File: src/design/flvec_pkg.sv
// ----------------------------------------------------------------------------
// flvec_pkg: shared types and constants for the fixed length direction vector
// widths of the datapaths, fixed-point constants, mode codes and the
// structs that travel down the cell chain
// ----------------------------------------------------------------------------
`default_nettype none

package flvec_pkg;

   localparam int DIR_W      = 32;   // dir_x / dir_y
   localparam int LEN_W      = 32;   // length
   localparam int OUT_W      = 33;   // offset_x / offset_y
   localparam int MAG_W      = 33;   // magnitude of a direction component
   localparam int VW         = 36;   // vectoring datapath, signed
   localparam int PW         = 44;   // rotation datapath with guard bits, signed
   localparam int PROD_W     = 64;
   localparam int GUARD_BITS = 8;

   // sqrt(2)/2 and the cordic gain inverse, both Q0.32
   localparam logic [31:0] RT2O2_Q32 = 32'hB504F334;
   localparam logic [31:0] KINV_Q32  = 32'h9B74EDA8;
   localparam logic [31:0] MAG_MAX   = 32'hFFFFFFFF;

   typedef enum logic [2:0] {
      MODE_ZERO,     // both components zero
      MODE_X_ZERO,   // x zero, length goes on y
      MODE_Y_ZERO,   // y zero, length goes on x
      MODE_DIAG,     // equal magnitudes
      MODE_ROT       // general case, cordic
   } flvec_mode_type;

   typedef struct packed {
      flvec_mode_type mode;
      logic           neg_x;
      logic           neg_y;
   } flvec_side_type;

   typedef struct packed {
      logic signed [VW-1:0] vx;
      logic signed [VW-1:0] vy;
      logic signed [PW-1:0] px;
      logic signed [PW-1:0] py;
   } flvec_vec_type;

endpackage

`default_nettype wire

File: src/design/flvec_prep.sv
// ----------------------------------------------------------------------------
// flvec_prep: input classification and gain multiply
// two registered stages: sort out the special cases and fold to the first
// quadrant, then scale the length by the gain inverse or by sqrt(2)/2
// ----------------------------------------------------------------------------
`default_nettype none

module flvec_prep
   import flvec_pkg::*;
(
   input  wire logic                    clock,
   input  wire logic                    reset,
   input  wire logic                    advance,
   input  wire logic                    in_valid,
   input  wire logic signed [DIR_W-1:0] dir_x,
   input  wire logic signed [DIR_W-1:0] dir_y,
   input  wire logic        [LEN_W-1:0] length,
   output      logic                    prep_valid,
   output      flvec_side_type          prep_side,
   output      flvec_vec_type           prep_vec
);

   // stage a
   logic                 a_valid_ff;
   flvec_side_type       a_side_ff, a_side_in;
   logic [MAG_W-1:0]     a_ax_ff, a_ax_in;
   logic [MAG_W-1:0]     a_ay_ff, a_ay_in;
   logic [LEN_W-1:0]     a_len_ff;

   // stage b
   logic                 b_valid_ff;
   flvec_side_type       b_side_ff;
   flvec_vec_type        b_vec_ff, b_vec_in;

   logic [31:0]          mult_k;
   logic [PROD_W-1:0]    prod;

   // absolute values, 33 bits so that the most negative input folds cleanly
   always_comb begin
      a_ax_in = dir_x[DIR_W-1] ? (MAG_W'(0) - {dir_x[DIR_W-1], dir_x})
                               : {1'b0, dir_x};
      a_ay_in = dir_y[DIR_W-1] ? (MAG_W'(0) - {dir_y[DIR_W-1], dir_y})
                               : {1'b0, dir_y};
      a_side_in.neg_x = dir_x[DIR_W-1];
      a_side_in.neg_y = dir_y[DIR_W-1];
      if (dir_x == '0 && dir_y == '0) begin
         a_side_in.mode = MODE_ZERO;
      end else if (dir_x == '0) begin
         a_side_in.mode = MODE_X_ZERO;
      end else if (dir_y == '0) begin
         a_side_in.mode = MODE_Y_ZERO;
      end else if (a_ax_in == a_ay_in) begin
         a_side_in.mode = MODE_DIAG;
      end else begin
         a_side_in.mode = MODE_ROT;
      end
   end

   always_ff @(posedge clock) begin
      if (reset) begin
         a_valid_ff <= 1'b0;
      end else if (advance) begin
         a_valid_ff <= in_valid;
      end
   end

   always_ff @(posedge clock) begin
      if (advance) begin
         a_side_ff <= a_side_in;
         a_ax_ff   <= a_ax_in;
         a_ay_ff   <= a_ay_in;
         a_len_ff  <= length;
      end
   end

   // one shared multiplier, constant picked by mode
   assign mult_k = (a_side_ff.mode == MODE_DIAG) ? RT2O2_Q32 : KINV_Q32;
   assign prod   = PROD_W'(a_len_ff) * PROD_W'(mult_k);

   always_comb begin
      b_vec_in.vx = $signed({{(VW-MAG_W){1'b0}}, a_ax_ff});
      b_vec_in.vy = $signed({{(VW-MAG_W){1'b0}}, a_ay_ff});
      b_vec_in.py = '0;
      case (a_side_ff.mode)
         MODE_X_ZERO, MODE_Y_ZERO: begin
            b_vec_in.px = $signed({{(PW-LEN_W){1'b0}}, a_len_ff});
         end
         MODE_DIAG: begin
            b_vec_in.px = $signed({{(PW-32){1'b0}}, prod[PROD_W-1:32]});
         end
         default: begin
            // length * kinv with guard bits kept
            b_vec_in.px = $signed({{(PW-40){1'b0}}, prod[PROD_W-1:32-GUARD_BITS]});
         end
      endcase
   end

   always_ff @(posedge clock) begin
      if (reset) begin
         b_valid_ff <= 1'b0;
      end else if (advance) begin
         b_valid_ff <= a_valid_ff;
      end
   end

   always_ff @(posedge clock) begin
      if (advance) begin
         b_side_ff <= a_side_ff;
         b_vec_ff  <= b_vec_in;
      end
   end

   assign prep_valid = b_valid_ff;
   assign prep_side  = b_side_ff;
   assign prep_vec   = b_vec_ff;

endmodule

`default_nettype wire

File: config.mk
export PLATFORM = sky130hd
export DESIGN_NAME = flvec_prep
export DESIGN_NICKNAME = d
export VERILOG_FILES = /design/src/design/flvec_pkg.sv /design/src/design/flvec_prep.sv
export SDC_FILE = /design/constraint.sdc
export NUM_CORES = 2
export LEC_CHECK = 0
export ABC_CLOCK_PERIOD_IN_PS = 16200
export BUFFER_PORTS_ARGS = -buffer_cell sky130_fd_sc_hd__buf_2
export CAP_MARGIN = 10
export CORE_MARGIN = 3
export CORE_UTILIZATION = 45
export DETAILED_ROUTE_END_ITERATION = 10
export SYNTH_ARGS = -nofsm -noshare
export SYNTH_HDL_FRONTEND = slang
export SYNTH_SLANG_ARGS = --single-unit
File: constraint.sdc
create_clock -name clock -period 16.2 [get_ports clock]
set_input_delay 0.81 -clock clock [delete_from_list [all_inputs] [get_ports clock]]
set_output_delay 0.81 -clock clock [all_outputs]
set_load 0.02 [all_outputs]
==> reports/summary.txt <==
top cells by area, synth: fa_1, edfxtp_1, ha_1
CTS Buf Count: 26
Final Skew: 31.9 ps
MaxCap Viol Count: 0
synth warn: 0
HP Class: input pin to register
Die Width: 279 um
Setup Buffers After CTS: 0
kind of end point of the critical path: register
layout cells sized above 1: 8.97%
Final nets: 4502
fin cells: 4352
FFs w/ async S/R, synth: 0%
Final HPWL DP: 83500 um
WS Path Type: register to register
initial core utilization: 45.7%
max_slew headroom: 25.5%
Synth Cell Area: 0.0337 mm^2
final slew viol count: 0
# DRC: 0
CTS tree: built
Fill cells: 6983
Top FF cell, synth: edfxtp_1
FF+latch count, synth: 216
routed vias/inst: 5.22
Total GRT Usage: 26.3%
most used cell, CP: inv_1
Critical Path AT: 10560 ps
largest net degree at the start of global routing: 93
CP Launch Type: register
Syn Area/Cell: 10.4 um^2
num rows: 99
Slew @ Worst Pin: 1120 ps
cells after synthesis: 3230
max incr delay on CP: 660 ps
root buffer cell: clkbuf_16
Buffers on Ports: 211
die footprint: 0.0781 mm^2
Core Box Area: 0.0736 mm^2
total vias in the final route: 22733
Unique masters post-synth: 88
fin crit share: 62.9%
die height: 279 um
fmax: 0.0981 GHz
dpl cells: 4300
number of synthesized flops with an enable pin: 214
Post-CTS Resized: 0
Max clock buf depth: 3
Final Hold Viols: 0
Worst path slowest cell: a31oi_1
Overflow after GRT: 0
WL per Instance: 23.0 um
top-count cell post-synth: inv_1
remaining antenna violation count: 0
top cell type's share of synthesized area: 32.8%
Setup-failing EPs final: 0
Clock Latency Late Sink: 600 ps
initial antenna violation count: 6
min Tclk post-route: 10190 ps
area growth from synthesis to layout: 7.70%
routed wire length: 100000 um
commonest cells in the synthesized netlist: inv_1, fa_1, ha_1, nand2_1, edfxtp_1
outcome: completed
routability cong.: 1.00
sequential area share after synthesis: 19.2%
largest area contributor in the synthesized netlist: fa_1
first-pass GRT wire length: 152000 um
CTS Sinks: 216
H-tree Lvls: 1
critical path required time: 16560 ps
1st-pass router iterations: 5
Fin Setup TNS: 0 ps
vias in the first global route: 24470
crit path max fanout: 48
unrepaired setup endpoints after global routing: no
CTS clk-pin slew, worst paths: 80 ps
1st-iter DRT viols: 1728
# IOs: 266
CTS Hold Bufs: 0
-- critical path: cells and delay by family, from the launching register on --
family | cells | cell delay (ps)
adders and majority gates | 9 | 4090
AOI/OAI and AO/OA | 5 | 2050
and+or+nand+nor | 5 | 1610
buffers and inverters | 9 | 1360
DFF | 1 | 600
xor gates and xnor gates | 1 | 210
-- metrics by stage --
| step | cell area (um^2) | utilization (%) | setup slack (ps) | hold slack (ps) |
|---|---|---|---|---|
| floorplan | 33900 | - | 8210 | 400 |
| global placement | 35400 | 48.1 | 6370 | 400 |
| detailed placement | 35400 | 48.1 | 6360 | 405 |
| CTS | 36200 | 49.3 | 6270 | 338 |
| global route | 36300 | 49.3 | 5470 | 357 |
| finish | 36300 | 49.3 | 6010 | 383 |
-- cell families after synthesis --
logic type | count (synthesis) | share of synthesized area [%]
xor+xnor | 198 | 5.38
simple gates | 469 | 6.44
buf+inv | 985 | 11.7
other cells | 1 | 0.0111
mux | 5 | 0.156
compound gates | 322 | 6.42
flops | 216 | 19.2
fa+ha+maj | 1034 | 50.7
-- placed cells by master, fill, tap and decap left out, types with 6 or more instances in the layout --
cell       count
clkbuf_16     26
o21ai_0       65
fa_1         551
nor3_1        27
nand3_1       18
nor4_1        10
a31oi_1       11
o41ai_1       15
nand4_1       19
o221ai_1       6
nand2b_1       9
and3_1        16
o21bai_1      13
ha_1         482
o31ai_1       22
xnor2_1      145
o22ai_1        6
nand2_1      236
conb_1        61
buf_4         23
or4_1         13
or2_2          7
a221oi_1       7
o211ai_1       8
xor2_1        48
a22oi_1       11
a21o_1        21
nor2_1        79
a21oi_1       84
o21a_1        11
buf_2        210
inv_1        799
edfxtp_1     214
-- layer usage --
layer  vias up  GRT usage, %  part of all wire [%]
met5         -             0                 0.013
met4         2          7.07                   2.9
met3       133          5.16                   7.3
met2       805          42.0                    46
met1     11409          36.8                    44
li1      10384             -                     -
-- path summary, 6_finish.rpt --
path	from	end	slack, ps	cells after the start
max	a_side_ff[4]	prep_vec[62]	6010	29
min	length[24]	a_len_ff[24]	380	1
min reg2reg	a_ay_ff[21]	prep_vec[109]	410	0
max reg2reg	a_side_ff[4]	prep_vec[62]	6010	29
-- area by class of cell --
cell class / instances / area [um^2] / share of cell area (%)
multi-input combinational: 2089 / 23500 / 64.8
sequential: 216 / 6470 / 17.8
inverter: 802 / 3010 / 8.30
timing repair buffer: 234 / 1240 / 3.42
tap: 959 / 1200 / 3.31
clock buffer: 31 / 669 / 1.85
clock inverter: 16 / 150 / 0.414
antenna: 5 / 12.5 / 0.0345
-- flip-flops by register name, indices dropped and copies added, names as in the netlist --
register	flops
prep_vec	106
a_ax_ff	33
a_ay_ff	33
a_len_ff	32
a_side_ff	5
prep_side	5
a_valid_ff	1
prep_valid	1
Power is not shown: default switching activity piles up to over one toggle a cycle in this logic, so the estimate is an artifact.
