## src/design/flvec_pkg.sv

```systemverilog
// ----------------------------------------------------------------------------
// flvec_pkg: shared types and constants for the fixed length direction vector
// widths of the datapaths, fixed-point constants, mode codes and the
// structs that travel down the cell chain
// ----------------------------------------------------------------------------
`default_nettype none

package flvec_pkg;

   localparam int DIR_W      = 32;   // dir_x / dir_y
   localparam int LEN_W      = 32;   // length
   localparam int OUT_W      = 33;   // offset_x / offset_y
   localparam int MAG_W      = 33;   // magnitude of a direction component
   localparam int VW         = 36;   // vectoring datapath, signed
   localparam int PW         = 44;   // rotation datapath with guard bits, signed
   localparam int PROD_W     = 64;
   localparam int GUARD_BITS = 8;

   // sqrt(2)/2 and the cordic gain inverse, both Q0.32
   localparam logic [31:0] RT2O2_Q32 = 32'hB504F334;
   localparam logic [31:0] KINV_Q32  = 32'h9B74EDA8;
   localparam logic [31:0] MAG_MAX   = 32'hFFFFFFFF;

   typedef enum logic [2:0] {
      MODE_ZERO,     // both components zero
      MODE_X_ZERO,   // x zero, length goes on y
      MODE_Y_ZERO,   // y zero, length goes on x
      MODE_DIAG,     // equal magnitudes
      MODE_ROT       // general case, cordic
   } flvec_mode_type;

   typedef struct packed {
      flvec_mode_type mode;
      logic           neg_x;
      logic           neg_y;
   } flvec_side_type;

   typedef struct packed {
      logic signed [VW-1:0] vx;
      logic signed [VW-1:0] vy;
      logic signed [PW-1:0] px;
      logic signed [PW-1:0] py;
   } flvec_vec_type;

endpackage

`default_nettype wire

```

## src/design/flvec_cell.sv

```systemverilog
// ----------------------------------------------------------------------------
// flvec_cell: one cordic micro-rotation
// in rotate mode, steers the vectoring pair toward the x axis and turns the
// rotation pair the opposite way by the same step, then registers both
// ----------------------------------------------------------------------------
`default_nettype none

module flvec_cell
   import flvec_pkg::*;
#(
   parameter int SHIFT = 0
)
(
   input  wire logic           clock,
   input  wire logic           reset,
   input  wire logic           advance,
   input  wire logic           prev_valid,
   input  wire flvec_side_type prev_side,
   input  wire flvec_vec_type  prev_vec,
   output      logic           cell_valid,
   output      flvec_side_type cell_side,
   output      flvec_vec_type  cell_vec
);

   logic                 valid_ff;
   flvec_side_type       side_ff;
   flvec_vec_type        vec_ff, vec_in;
   logic signed [VW-1:0] svx, svy;
   logic signed [PW-1:0] spx, spy;

   assign svx = $signed(prev_vec.vx) >>> SHIFT;
   assign svy = $signed(prev_vec.vy) >>> SHIFT;
   assign spx = $signed(prev_vec.px) >>> SHIFT;
   assign spy = $signed(prev_vec.py) >>> SHIFT;

   always_comb begin
      vec_in = prev_vec;
      if (prev_side.mode == MODE_ROT) begin
         if (!prev_vec.vy[VW-1]) begin
            vec_in.vx = prev_vec.vx + svy;
            vec_in.vy = prev_vec.vy - svx;
            vec_in.px = prev_vec.px - spy;
            vec_in.py = prev_vec.py + spx;
         end else begin
            vec_in.vx = prev_vec.vx - svy;
            vec_in.vy = prev_vec.vy + svx;
            vec_in.px = prev_vec.px + spy;
            vec_in.py = prev_vec.py - spx;
         end
      end
   end

   always_ff @(posedge clock) begin
      if (reset) begin
         valid_ff <= 1'b0;
      end else if (advance) begin
         valid_ff <= prev_valid;
      end
   end

   always_ff @(posedge clock) begin
      if (advance) begin
         side_ff <= prev_side;
         vec_ff  <= vec_in;
      end
   end

   assign cell_valid = valid_ff;
   assign cell_side  = side_ff;
   assign cell_vec   = vec_ff;

endmodule

`default_nettype wire

```

## config.mk

```make
export PLATFORM = sky130hd
export DESIGN_NAME = flvec_cell
export DESIGN_NICKNAME = d
export VERILOG_FILES = /design/src/design/flvec_pkg.sv /design/src/design/flvec_cell.sv
export SDC_FILE = /design/constraint.sdc
export NUM_CORES = 1
export LEC_CHECK = 0
export ABC_AREA = 0
export BUFFER_PORTS_ARGS = -buffer_cell sky130_fd_sc_hd__buf_2
export CAP_MARGIN = 20
export CORE_MARGIN = 2
export CORE_UTILIZATION = 50
export DETAILED_ROUTE_END_ITERATION = 10
export PLACE_DENSITY = 0.74
export SLEW_MARGIN = 20
export SYNTH_ARGS = -nofsm -noshare
export SYNTH_HDL_FRONTEND = slang
export SYNTH_SLANG_ARGS = --single-unit
```

## constraint.sdc

```tcl
create_clock -name clock -period 4.9 [get_ports clock]
set_clock_uncertainty 0.15 [all_clocks]
set_input_delay 0.245 -clock clock [delete_from_list [all_inputs] [get_ports clock]]
set_output_delay 0.245 -clock clock [all_outputs]
set_load 0.02 [all_outputs]
```

==> results.toml <==
[outcome]
result_of_the_run = "completed"

[placement]
dpl-instance-area_um2 = 22600
dpl.hpwl_um = 58900
io_buffers = 334
routabilityCongestion = 1.00

[floorplan]
std_cell_rows = 74
floorplan.die.height_um = 207
die_area_um2 = 42900
core_region_area_um2 = 40700
die_extent_in_x_um = 207
num_io_pins = 335
initial_core_util_pct = 50.6

[drt]
dr_total_vias = 22223
total_length_of_routed_met2_wires_um = 36500
drt_first_iter_violations = 2245
routed_via_density = 6.09
top_metal_layer_carrying_routed_signals = "met5"
met1Wirelength_um = 32300
drt-wirelength-per-cell_um = 21.4
number_of_routed_nets_with_antenna_violations = 0
drtPass1Iterations = 6
met3_length_um = 5890
routed_wl_um = 78000
drt_drc_violations_left = 0

[cells_and_area]
multi_input_area_um2 = 14100
post_route_cells_drive_above_1_share_pct = 13.5
synthToLayoutAreaGrowth_pct = 19.7
regArea_um2 = 4970
nets = 3515
stdcell_area_um2 = 24700
fillerInstances = 3735

[logic_synthesis]
yosysMostFrequentCell = "sky130_fd_sc_hd__nand2_1"
synth-main-ff-cell = "sky130_fd_sc_hd__edfxtp_1"
ys_warn_count = 0
seq_area_frac_synth_pct = 24.1
synth-seq-cells = 166
syn_inst = 2723
post_synth_main_area_contributors = "sky130_fd_sc_hd__edfxtp_1, sky130_fd_sc_hd__ha_1, sky130_fd_sc_hd__o21ai_0"
synth_largest_type_area_fraction_pct = 24.0
yosys.cell_types.count = 85
asyncSetResetFlopFracSynth_pct = 0
biggest_area_consumer_among_synthesized_cells = "sky130_fd_sc_hd__edfxtp_1"
synthesis.area_per_instance_um2 = 7.57
syn-num-nets = 3136
synth_edf_count = 165
mappedNetlistArea_um2 = 20600
yosys-top-cells-count = "sky130_fd_sc_hd__nand2_1, sky130_fd_sc_hd__o21ai_0, sky130_fd_sc_hd__a21oi_1"

[power_and_ir_drop]
power.leakage_nw = 11.1
intPower_mw = 3.38
power_switching_mw = 2.43
switching_share_pct = 41.8
power.combinational.fraction_pct = 45.8
clock_power_share_pct = 23.6
powerDensity_nw_per_um2 = 236
p_seq_share_pct = 30.5
vdd_ir_drop_max_mv = 0.305

[cts]
reg_clk_slew_reported_paths_ns = 0.07
worst_skew_pair.late_latency_ns = 0.51
tritoncts.num_buffers = 17
clock-root-buffer = "sky130_fd_sc_hd__clkbuf_16"
clock-sinks = 166
post_cts_buffers = 0
cts_buffer_depth = 2
ctsHtreeMaxLevel = 4
tritoncts = "built"

[worst_setup_path]
critical_path.reg2reg.endpoint = "cell_valid"
crit_type = "in -> reg"
r2r_depth = 3
setup.worst_path.start = "prev_vec[88]"
critical_path.startpoint_type = "input pin"
critPathCaptureType = "flip-flop"
crit_path_end = "cell_vec[122]"
path_max_fanout = 4
cp_data_arrival_time_ns = 4.58
rr_startpoint = "cell_valid"
rrSetupSlack_ns = 3.57
crit_required_ns = 5.00

[sta]
final.period_utilization_pct = 91.3
finalHoldViolations = 0
unrepaired_setup_endpoints_after_global_routing = "false"
slew_violations = 0
max-slew-margin-rel_pct = 34.4
setup_tns_ns = 0
worst-slew-pin-transition_ns = 0.974
highest_clock_frequency_the_design_can_meet_ghz = 0.223
timing.final.setup_violations = 0
time_the_worst_path_needs_with_i_o_delays_and_setup_ns = 4.48

[global_routing]
grt_usage_pct = 35.5
antenna_violations_before_repair = 1
pin_count_of_the_biggest_net_entering_global_routing = 130
gr_ovfl_total = 0
first_global_vias = 21662
grt_pass1_wl_um = 121000

[hold_path]
hold_class = "in -> reg"

[flow_run]
timing.max_cap.violations = 0
## cells in the final DEF, fill, tap and decap left out, types with 28 or more instances in the layout
master / instances
sky130_fd_sc_hd__nor2b_1: 32
sky130_fd_sc_hd__xnor2_1: 129
sky130_fd_sc_hd__a21o_1: 52
sky130_fd_sc_hd__dlygate4sd3_1: 153
sky130_fd_sc_hd__o21bai_1: 55
sky130_fd_sc_hd__nand4_1: 28
sky130_fd_sc_hd__nor2_1: 210
sky130_fd_sc_hd__nand2_1: 306
sky130_fd_sc_hd__edfxtp_1: 165
sky130_fd_sc_hd__buf_2: 332
sky130_fd_sc_hd__inv_1: 238
sky130_fd_sc_hd__nand3_1: 49
sky130_fd_sc_hd__o21ai_0: 300
sky130_fd_sc_hd__nor3_1: 52
sky130_fd_sc_hd__ha_1: 238
sky130_fd_sc_hd__a21oi_1: 290
## power groups by stage
stage | Clock (mW) | Combinational [mW] | Sequential [mW]
2_1_floorplan | 0 | 1.50 | 1.97
3_3_place_gp | 0 | 2.48 | 1.80
3_5_place_dp | 0 | 2.49 | 1.80
4_1_cts | 1.40 | 2.60 | 1.77
5_1_grt | 1.44 | 2.88 | 1.78
6_report | 1.37 | 2.66 | 1.77
## sequential cells by signal, summed over array words and instances (netlist names)
register,count
cell_valid,1
cell_vec,160
cell_side,5
## routing by layer
layer / up-vias / GRT usage [%]
met5: - / 0
met4: 2 / 16.5
met3: 183 / 5.38
met2: 1099 / 58.5
met1: 10500 / 45.8
li1: 10439 / -
## critical path, stage by stage
cell and delay [ns]:
sky130_fd_sc_hd__dlygate4sd3_1 0.53, sky130_fd_sc_hd__buf_2 0.15, sky130_fd_sc_hd__ha_1 0.17, sky130_fd_sc_hd__inv_1 0.06, sky130_fd_sc_hd__fa_1 0.41, sky130_fd_sc_hd__o21bai_1 0.43, sky130_fd_sc_hd__a2111oi_2 0.19, sky130_fd_sc_hd__nor2_1 0.25
sky130_fd_sc_hd__o31ai_2 0.16, sky130_fd_sc_hd__a2111oi_0 0.79, sky130_fd_sc_hd__o21ai_0 0.36, sky130_fd_sc_hd__a31oi_1 0.40, sky130_fd_sc_hd__a22oi_1 0.17, sky130_fd_sc_hd__xnor2_1 0.18, sky130_fd_sc_hd__o21ai_0 0.09
## metrics by stage
| stage | utilization [%] | instances | power, mW | hold slack, ns | setup WS, ns |
|---|---|---|---|---|---|
| after detailed placement | 55.4 | 3462 | 4.29 | 0.263 | 0.573 |
| after global placement | 55.4 | 3462 | 4.28 | 0.251 | 0.547 |
| final | 60.5 | 3650 | 5.81 | 0.0654 | 0.425 |
| after floorplan | - | 2723 | 3.47 | 0.167 | 1.74 |
| after global routing | 60.5 | 3647 | 6.10 | 0.0844 | 0.281 |
| after CTS | 60.5 | 3647 | 5.77 | 0.0260 | 0.589 |
## how the worst min path moves through the flow
stage / endpoint / depth (start not counted) / startpoint / slack [ns]
final: cell_vec[71] / 3 / prev_vec[71] / 0.07
after global routing: cell_vec[86] / 4 / prev_vec[86] / 0.08
after CTS: cell_vec[71] / 3 / prev_vec[71] / 0.03
after detailed placement: cell_valid / 2 / reset / 0.26
after global placement: cell_valid / 2 / reset / 0.25
after floorplan: cell_valid / 1 / reset / 0.17
## timing repair
item	4_1_cts	5_1_grt
resized for setup	0	0
hold endpoints to repair	152	0
hold buffers	153	0
## cell families (layout without fill, tap and decap cells)
kind of cell,Yosys count,in the layout,synth area share (%)
multiplexers,24,24,1.18
AO/OA/AOI/OAI,970,970,29.1
adder cells (fa/ha/maj),244,244,15.0
buffers and inverters,393,785,7.32
XOR/XNOR,144,144,6.12
flip-flops,166,166,24.1
AND/OR/NAND/NOR,782,782,17.1
other,0,3,0
## cell type report
cell class                 instances  share of cell area (%)
multi-input combinational       2164                    57.3
sequential                       166                    20.2
timing repair buffer             506                    13.8
inverter                         247                    3.76
tap                              532                    2.70
clock buffer                      17                    1.73
clock inverter                    15                   0.523
antenna                            3                  0.0304
No activity file was read; power rests on OpenSTA's default activity.
