File: src/design/flvec_pkg.sv
// ----------------------------------------------------------------------------
// flvec_pkg: shared types and constants for the fixed length direction vector
// widths of the datapaths, fixed-point constants, mode codes and the
// structs that travel down the cell chain
// ----------------------------------------------------------------------------
`default_nettype none

package flvec_pkg;

   localparam int DIR_W      = 32;   // dir_x / dir_y
   localparam int LEN_W      = 32;   // length
   localparam int OUT_W      = 33;   // offset_x / offset_y
   localparam int MAG_W      = 33;   // magnitude of a direction component
   localparam int VW         = 36;   // vectoring datapath, signed
   localparam int PW         = 44;   // rotation datapath with guard bits, signed
   localparam int PROD_W     = 64;
   localparam int GUARD_BITS = 8;

   // sqrt(2)/2 and the cordic gain inverse, both Q0.32
   localparam logic [31:0] RT2O2_Q32 = 32'hB504F334;
   localparam logic [31:0] KINV_Q32  = 32'h9B74EDA8;
   localparam logic [31:0] MAG_MAX   = 32'hFFFFFFFF;

   typedef enum logic [2:0] {
      MODE_ZERO,     // both components zero
      MODE_X_ZERO,   // x zero, length goes on y
      MODE_Y_ZERO,   // y zero, length goes on x
      MODE_DIAG,     // equal magnitudes
      MODE_ROT       // general case, cordic
   } flvec_mode_type;

   typedef struct packed {
      flvec_mode_type mode;
      logic           neg_x;
      logic           neg_y;
   } flvec_side_type;

   typedef struct packed {
      logic signed [VW-1:0] vx;
      logic signed [VW-1:0] vy;
      logic signed [PW-1:0] px;
      logic signed [PW-1:0] py;
   } flvec_vec_type;

endpackage

`default_nettype wire

File: src/design/flvec_post.sv
// ----------------------------------------------------------------------------
// flvec_post: result assembly
// drops the guard bits toward zero, saturates, picks the special-case
// results and restores the quadrant signs
// ----------------------------------------------------------------------------
`default_nettype none

module flvec_post
   import flvec_pkg::*;
(
   input  wire logic                    clock,
   input  wire logic                    reset,
   input  wire logic                    advance,
   input  wire logic                    prev_valid,
   input  wire flvec_side_type          prev_side,
   input  wire flvec_vec_type           prev_vec,
   output      logic                    post_valid,
   output      logic signed [OUT_W-1:0] post_x,
   output      logic signed [OUT_W-1:0] post_y
);

   logic                    valid_ff;
   logic signed [OUT_W-1:0] x_ff, x_in;
   logic signed [OUT_W-1:0] y_ff, y_in;
   logic signed [OUT_W-1:0] rx, ry;
   logic signed [OUT_W-1:0] plain;

   // magnitude >> guard, saturated, sign of the value kept
   function automatic logic signed [OUT_W-1:0] guard_trunc(
      input logic signed [PW-1:0] v
   );
      logic [PW-1:0]            mag;
      logic [PW-GUARD_BITS-1:0] sh;
      logic [31:0]              m;
      mag = v[PW-1] ? (PW'(0) - v) : v;
      sh  = mag[PW-1:GUARD_BITS];
      m   = (|sh[PW-GUARD_BITS-1:32]) ? MAG_MAX : sh[31:0];
      return v[PW-1] ? (OUT_W'(0) - {1'b0, m}) : $signed({1'b0, m});
   endfunction

   assign plain = $signed({1'b0, prev_vec.px[31:0]});

   always_comb begin
      case (prev_side.mode)
         MODE_ZERO: begin
            rx = '0;
            ry = '0;
         end
         MODE_X_ZERO: begin
            rx = '0;
            ry = plain;
         end
         MODE_Y_ZERO: begin
            rx = plain;
            ry = '0;
         end
         MODE_DIAG: begin
            rx = plain;
            ry = plain;
         end
         default: begin
            rx = guard_trunc(prev_vec.px);
            ry = guard_trunc(prev_vec.py);
         end
      endcase
      x_in = prev_side.neg_x ? (OUT_W'(0) - rx) : rx;
      y_in = prev_side.neg_y ? (OUT_W'(0) - ry) : ry;
   end

   always_ff @(posedge clock) begin
      if (reset) begin
         valid_ff <= 1'b0;
      end else if (advance) begin
         valid_ff <= prev_valid;
      end
   end

   always_ff @(posedge clock) begin
      if (advance) begin
         x_ff <= x_in;
         y_ff <= y_in;
      end
   end

   assign post_valid = valid_ff;
   assign post_x     = x_ff;
   assign post_y     = y_ff;

endmodule

`default_nettype wire

File: config.mk
export PLATFORM = sky130hd
export DESIGN_NAME = flvec_post
export DESIGN_NICKNAME = d
export VERILOG_FILES = /design/src/design/flvec_pkg.sv /design/src/design/flvec_post.sv
export SDC_FILE = /design/constraint.sdc
export NUM_CORES = 1
export LEC_CHECK = 0
export CAP_MARGIN = 20
export CORE_MARGIN = 4
export CORE_UTILIZATION = 25
export DETAILED_ROUTE_END_ITERATION = 7
export DONT_BUFFER_PORTS = 1
export HOLD_SLACK_MARGIN = 0.12
export SYNTH_ARGS = -nofsm -noshare
export SYNTH_HDL_FRONTEND = slang
export SYNTH_SLANG_ARGS = --single-unit
File: constraint.sdc
create_clock -name clock -period 9 [get_ports clock]
set_input_delay 1.35 -clock clock [delete_from_list [all_inputs] [get_ports clock]]
set_output_delay 1.35 -clock clock [all_outputs]
set_load 0.05 [all_outputs]
==> flow_metrics.py <==
metrics = {
    "run_status": {
        "result_of_the_run": "completed",
    },
    "pwr": {
        "combinationalPowerShare": 0.263,
        "power_switching_mw": 0.4709,
        "p_leak_nw": 3.079,
        "sw_frac_of_total": 0.4016,
        "p_clk_frac": 0.265,
        "power-per-cell-area_nw_per_um2": 115.4,
        "max-vdd-ir-drop_mv": 0.09936,
        "power_report.internal_total_mw": 0.7015,
        "seq_power_share": 0.472,
    },
    "clocking": {
        "cts_hold_buffers": 0,
        "cts_tree": "yes",
        "post-cts-setup-buffers": 0,
        "max-clock-path-buffers": 2,
        "cts.sinks": 67,
        "cts.htree.levels": 3,
        "worstSkewPairLatency_ps": 320,
        "tritoncts.num_buffers": 9,
        "clock_pin_slew_worst_setup_and_hold_paths_ps": 60,
        "cts_root_buffer": "sky130_fd_sc_hd__clkbuf_16",
        "ctsResizeCount": 0,
    },
    "detailed_routing": {
        "route.antenna.remaining_nets": 0,
        "routed_wirelength_mm": 39.51,
        "route.vias.total": 10440,
        "detail_route.drc_violations": 0,
        "vias_per_cell": 6.027,
        "average_wire_per_cell_in_the_routed_design_um": 22.80,
        "drt_first_iter_violations": 1276,
        "dr.pass1.iters": 6,
    },
    "placement": {
        "dpl.cell_count": 1715,
        "gp_congestion": 0.9369,
        "postPlaceCellArea_um2": 9878,
        "numPortBuffers": 0,
        "dp_hpwl_mm": 30.81,
    },
    "yosys": {
        "synth_cell_types": 95,
        "synth-async-reset-ratio": 0,
        "synth.most_common_cell": "sky130_fd_sc_hd__nand2_1",
        "ys_seq_elements": 67,
        "yosysSeqAreaShare": 0.2112,
        "number_of_warnings_issued_by_yosys": 0,
        "ys.flop_type": "sky130_fd_sc_hd__edfxtp_1",
        "synth_area_leaders": "sky130_fd_sc_hd__edfxtp_1 (21%), sky130_fd_sc_hd__xnor2_1 (6.8%), sky130_fd_sc_hd__nand2_1 (5.7%)",
        "synth_enable_flop_cells": 66,
        "synth_top_area_frac": 0.2091,
        "synth_fp_nets": 1457,
        "synth_area_um2": 9479,
        "syn_inst": 1284,
        "post_synth.cell_area_avg_um2": 7.382,
        "synth_top_cells_by_count": "sky130_fd_sc_hd__nand2_1 (143), sky130_fd_sc_hd__nor2_1 (123), sky130_fd_sc_hd__o21ai_0 (85), sky130_fd_sc_hd__clkbuf_1 (83), sky130_fd_sc_hd__xnor2_1 (74)",
        "synth_top_area_cell": "sky130_fd_sc_hd__edfxtp_1",
    },
    "timing": {
        "finalSetupViolCount": 0,
        "final_min_period_over_clock_period": 0.8813,
        "worst_slew_margin_rel": 0.3532,
        "max_slew_violation_count": 0,
        "final_hold_viol_count": 0,
        "grt_setup_unrepaired": "false",
        "timing.fmax_mhz": 126.1,
        "totalNegativeSetupSlack_ps": 0,
        "period_minus_slack_ps": 7932,
        "worst_clock_skew_ps": 0,
        "worst_pin_slew_ps": 956.8,
        "finalHoldWorstSlack_ps": 757.7,
    },
    "worst_setup_path": {
        "timing.critical_path.fanout_max": 13,
        "timing.critical_path.from_type": "primary input",
        "required_ps": 9070,
        "critical_path_buf_inv_count": 3,
        "timing.critical_path.to_type": "flip-flop",
        "critPathArrivalTime_ps": 8000,
        "path_delay_family": "simple AND/OR/NAND/NOR gates",
        "max_stage_delay_ps": 750,
        "critPathSlowestCell": "sky130_fd_sc_hd__nor3_1",
        "critPathKind": "in2reg",
        "worstPathCellList": "or3_1, nor3_1, nand3_1, buf_4, o311a_1, nor3_1, buf_4, nand2_1, nor2_1, ha_1, or4b_2, o31a_1, o311ai_0, clkbuf_2, nor2b_1, and4_1, nand3_1, or3_1, and4_1, nor3_1, and4_1, nand2_1, o31ai_1, xnor2_1",
    },
    "global_route": {
        "global_route_wire_length_before_repair_mm": 59.60,
        "grt_start_max_net_pins": 68,
        "number_of_antenna_violations_at_the_first_check_in_global_routing": 0,
        "global_route.overflow_total": 0,
        "first_global_vias": 9662,
        "grt_use_total": 0.1829,
    },
    "finish": {
        "area.growth.synth_to_final_pct": 7.154,
        "area_used_by_multi_input_combinational_logic_um2": 7027,
        "area.sequential_um2": 2002,
        "layout.nets": 1390,
        "nFillCells": 4102,
        "design_area_um2": 10160,
        "drive_above_1_share": 0.07043,
        "final_cell_count_no_fill": 1733,
    },
    "hold_path": {
        "hp-class": "reg2reg",
    },
    "die": {
        "initial_core_util": 0.2523,
        "core-area_um2": 37580,
        "die_height_um": 202.7,
        "ioPinCount": 236,
        "dieArea_um2": 41100,
        "chipWidth_um": 202.7,
        "rows": 71,
    },
    "job": {
        "max_cap_viol_count": 0,
    },
}
-- cell families after synthesis --
group,Yosys count,synth area share
flops,67,0.2112
compound gates,369,0.2747
mux,24,0.02627
simple gates,578,0.3192
xor+xnor,124,0.1154
fa+ha+maj,4,0.005280
buf+inv,118,0.04805
-- flip-flops by register name, summed over array words and instances, names as in the netlist --
| signal | count |
|---|---|
| post_x | 33 |
| post_valid | 1 |
| post_y | 33 |
-- layer usage --
| layer | routed length, um | GRT usage | vias to the layer above |
|---|---|---|---|
| met4 | 1516 | 0.06984 | 0 |
| met1 | 16350 | 0.2406 | 4925 |
| met5 | 0 | 0 | - |
| met3 | 5429 | 0.07587 | 92 |
| li1 | - | - | 4786 |
| met2 | 16220 | 0.2673 | 641 |
-- power groups by stage --
stage | registers [mW] | clock network (mW) | logic (mW)
6_report | 0.554 | 0.310 | 0.309
5_1_grt | 0.558 | 0.336 | 0.338
3_5_place_dp | 0.562 | 0 | 0.301
4_1_cts | 0.556 | 0.323 | 0.302
2_1_floorplan | 0.550 | 0 | 0.257
3_3_place_gp | 0.563 | 0 | 0.297
-- cell usage in the layout (no fill, tap or decap), types with 17 or more instances in the layout --
| cell | Yosys | routed |
|---|---|---|
| sky130_fd_sc_hd__a21oi_1 | 60 | 60 |
| sky130_fd_sc_hd__and3_1 | 19 | 19 |
| sky130_fd_sc_hd__buf_4 | 0 | 18 |
| sky130_fd_sc_hd__edfxtp_1 | 66 | 66 |
| sky130_fd_sc_hd__inv_1 | 20 | 20 |
| sky130_fd_sc_hd__mux2i_1 | 17 | 17 |
| sky130_fd_sc_hd__nand2_1 | 143 | 143 |
| sky130_fd_sc_hd__nand3_1 | 49 | 49 |
| sky130_fd_sc_hd__nand4_1 | 25 | 25 |
| sky130_fd_sc_hd__nor2_1 | 123 | 123 |
| sky130_fd_sc_hd__nor3_1 | 54 | 54 |
| sky130_fd_sc_hd__nor4_1 | 31 | 31 |
| sky130_fd_sc_hd__o211ai_1 | 21 | 21 |
| sky130_fd_sc_hd__o21ai_0 | 85 | 85 |
| sky130_fd_sc_hd__o31ai_1 | 30 | 30 |
| sky130_fd_sc_hd__or3_1 | 24 | 24 |
| sky130_fd_sc_hd__or4_1 | 22 | 22 |
| sky130_fd_sc_hd__xnor2_1 | 74 | 74 |
| sky130_fd_sc_hd__xor2_1 | 49 | 49 |
-- worst min-delay path, cell delays in order (launching register included) --
cell and delay (ps):
sky130_fd_sc_hd__dfxtp_1 470, sky130_fd_sc_hd__mux2i_1 200, sky130_fd_sc_hd__nor2_1 40
-- path summary, 6_finish.rpt --
kind / from / cells past startpoint / slack [ps] / to
setup / recovery: prev_vec[44] / 24 / 1070 / post_x[26]
hold / removal: post_valid / 2 / 760 / post_valid
setup reg to reg: post_valid / 2 / 8080 / post_valid
hold reg to reg: post_valid / 2 / 760 / post_valid
-- area by class of cell --
cell class                 instances  area share
multi-input combinational       1099      0.6918
sequential                        67      0.1971
tap                              511     0.06295
clock buffer                       9     0.02217
timing repair buffer              20     0.01429
inverter                          20    0.007391
clock inverter                     6    0.004065
antenna                            1   0.0002464
-- metrics by stage --
step | util | worst slack [ps] | power (mW)
CTS | 0.2700 | 1239 | 1.181
detailed placement | 0.2629 | 908.8 | 0.8633
global placement | 0.2629 | 1013 | 0.8597
finish | 0.2703 | 1068 | 1.172
floorplan | - | 1679 | 0.8068
global route | 0.2702 | 828.8 | 1.232
No activity file was read; power rests on OpenSTA's default activity.
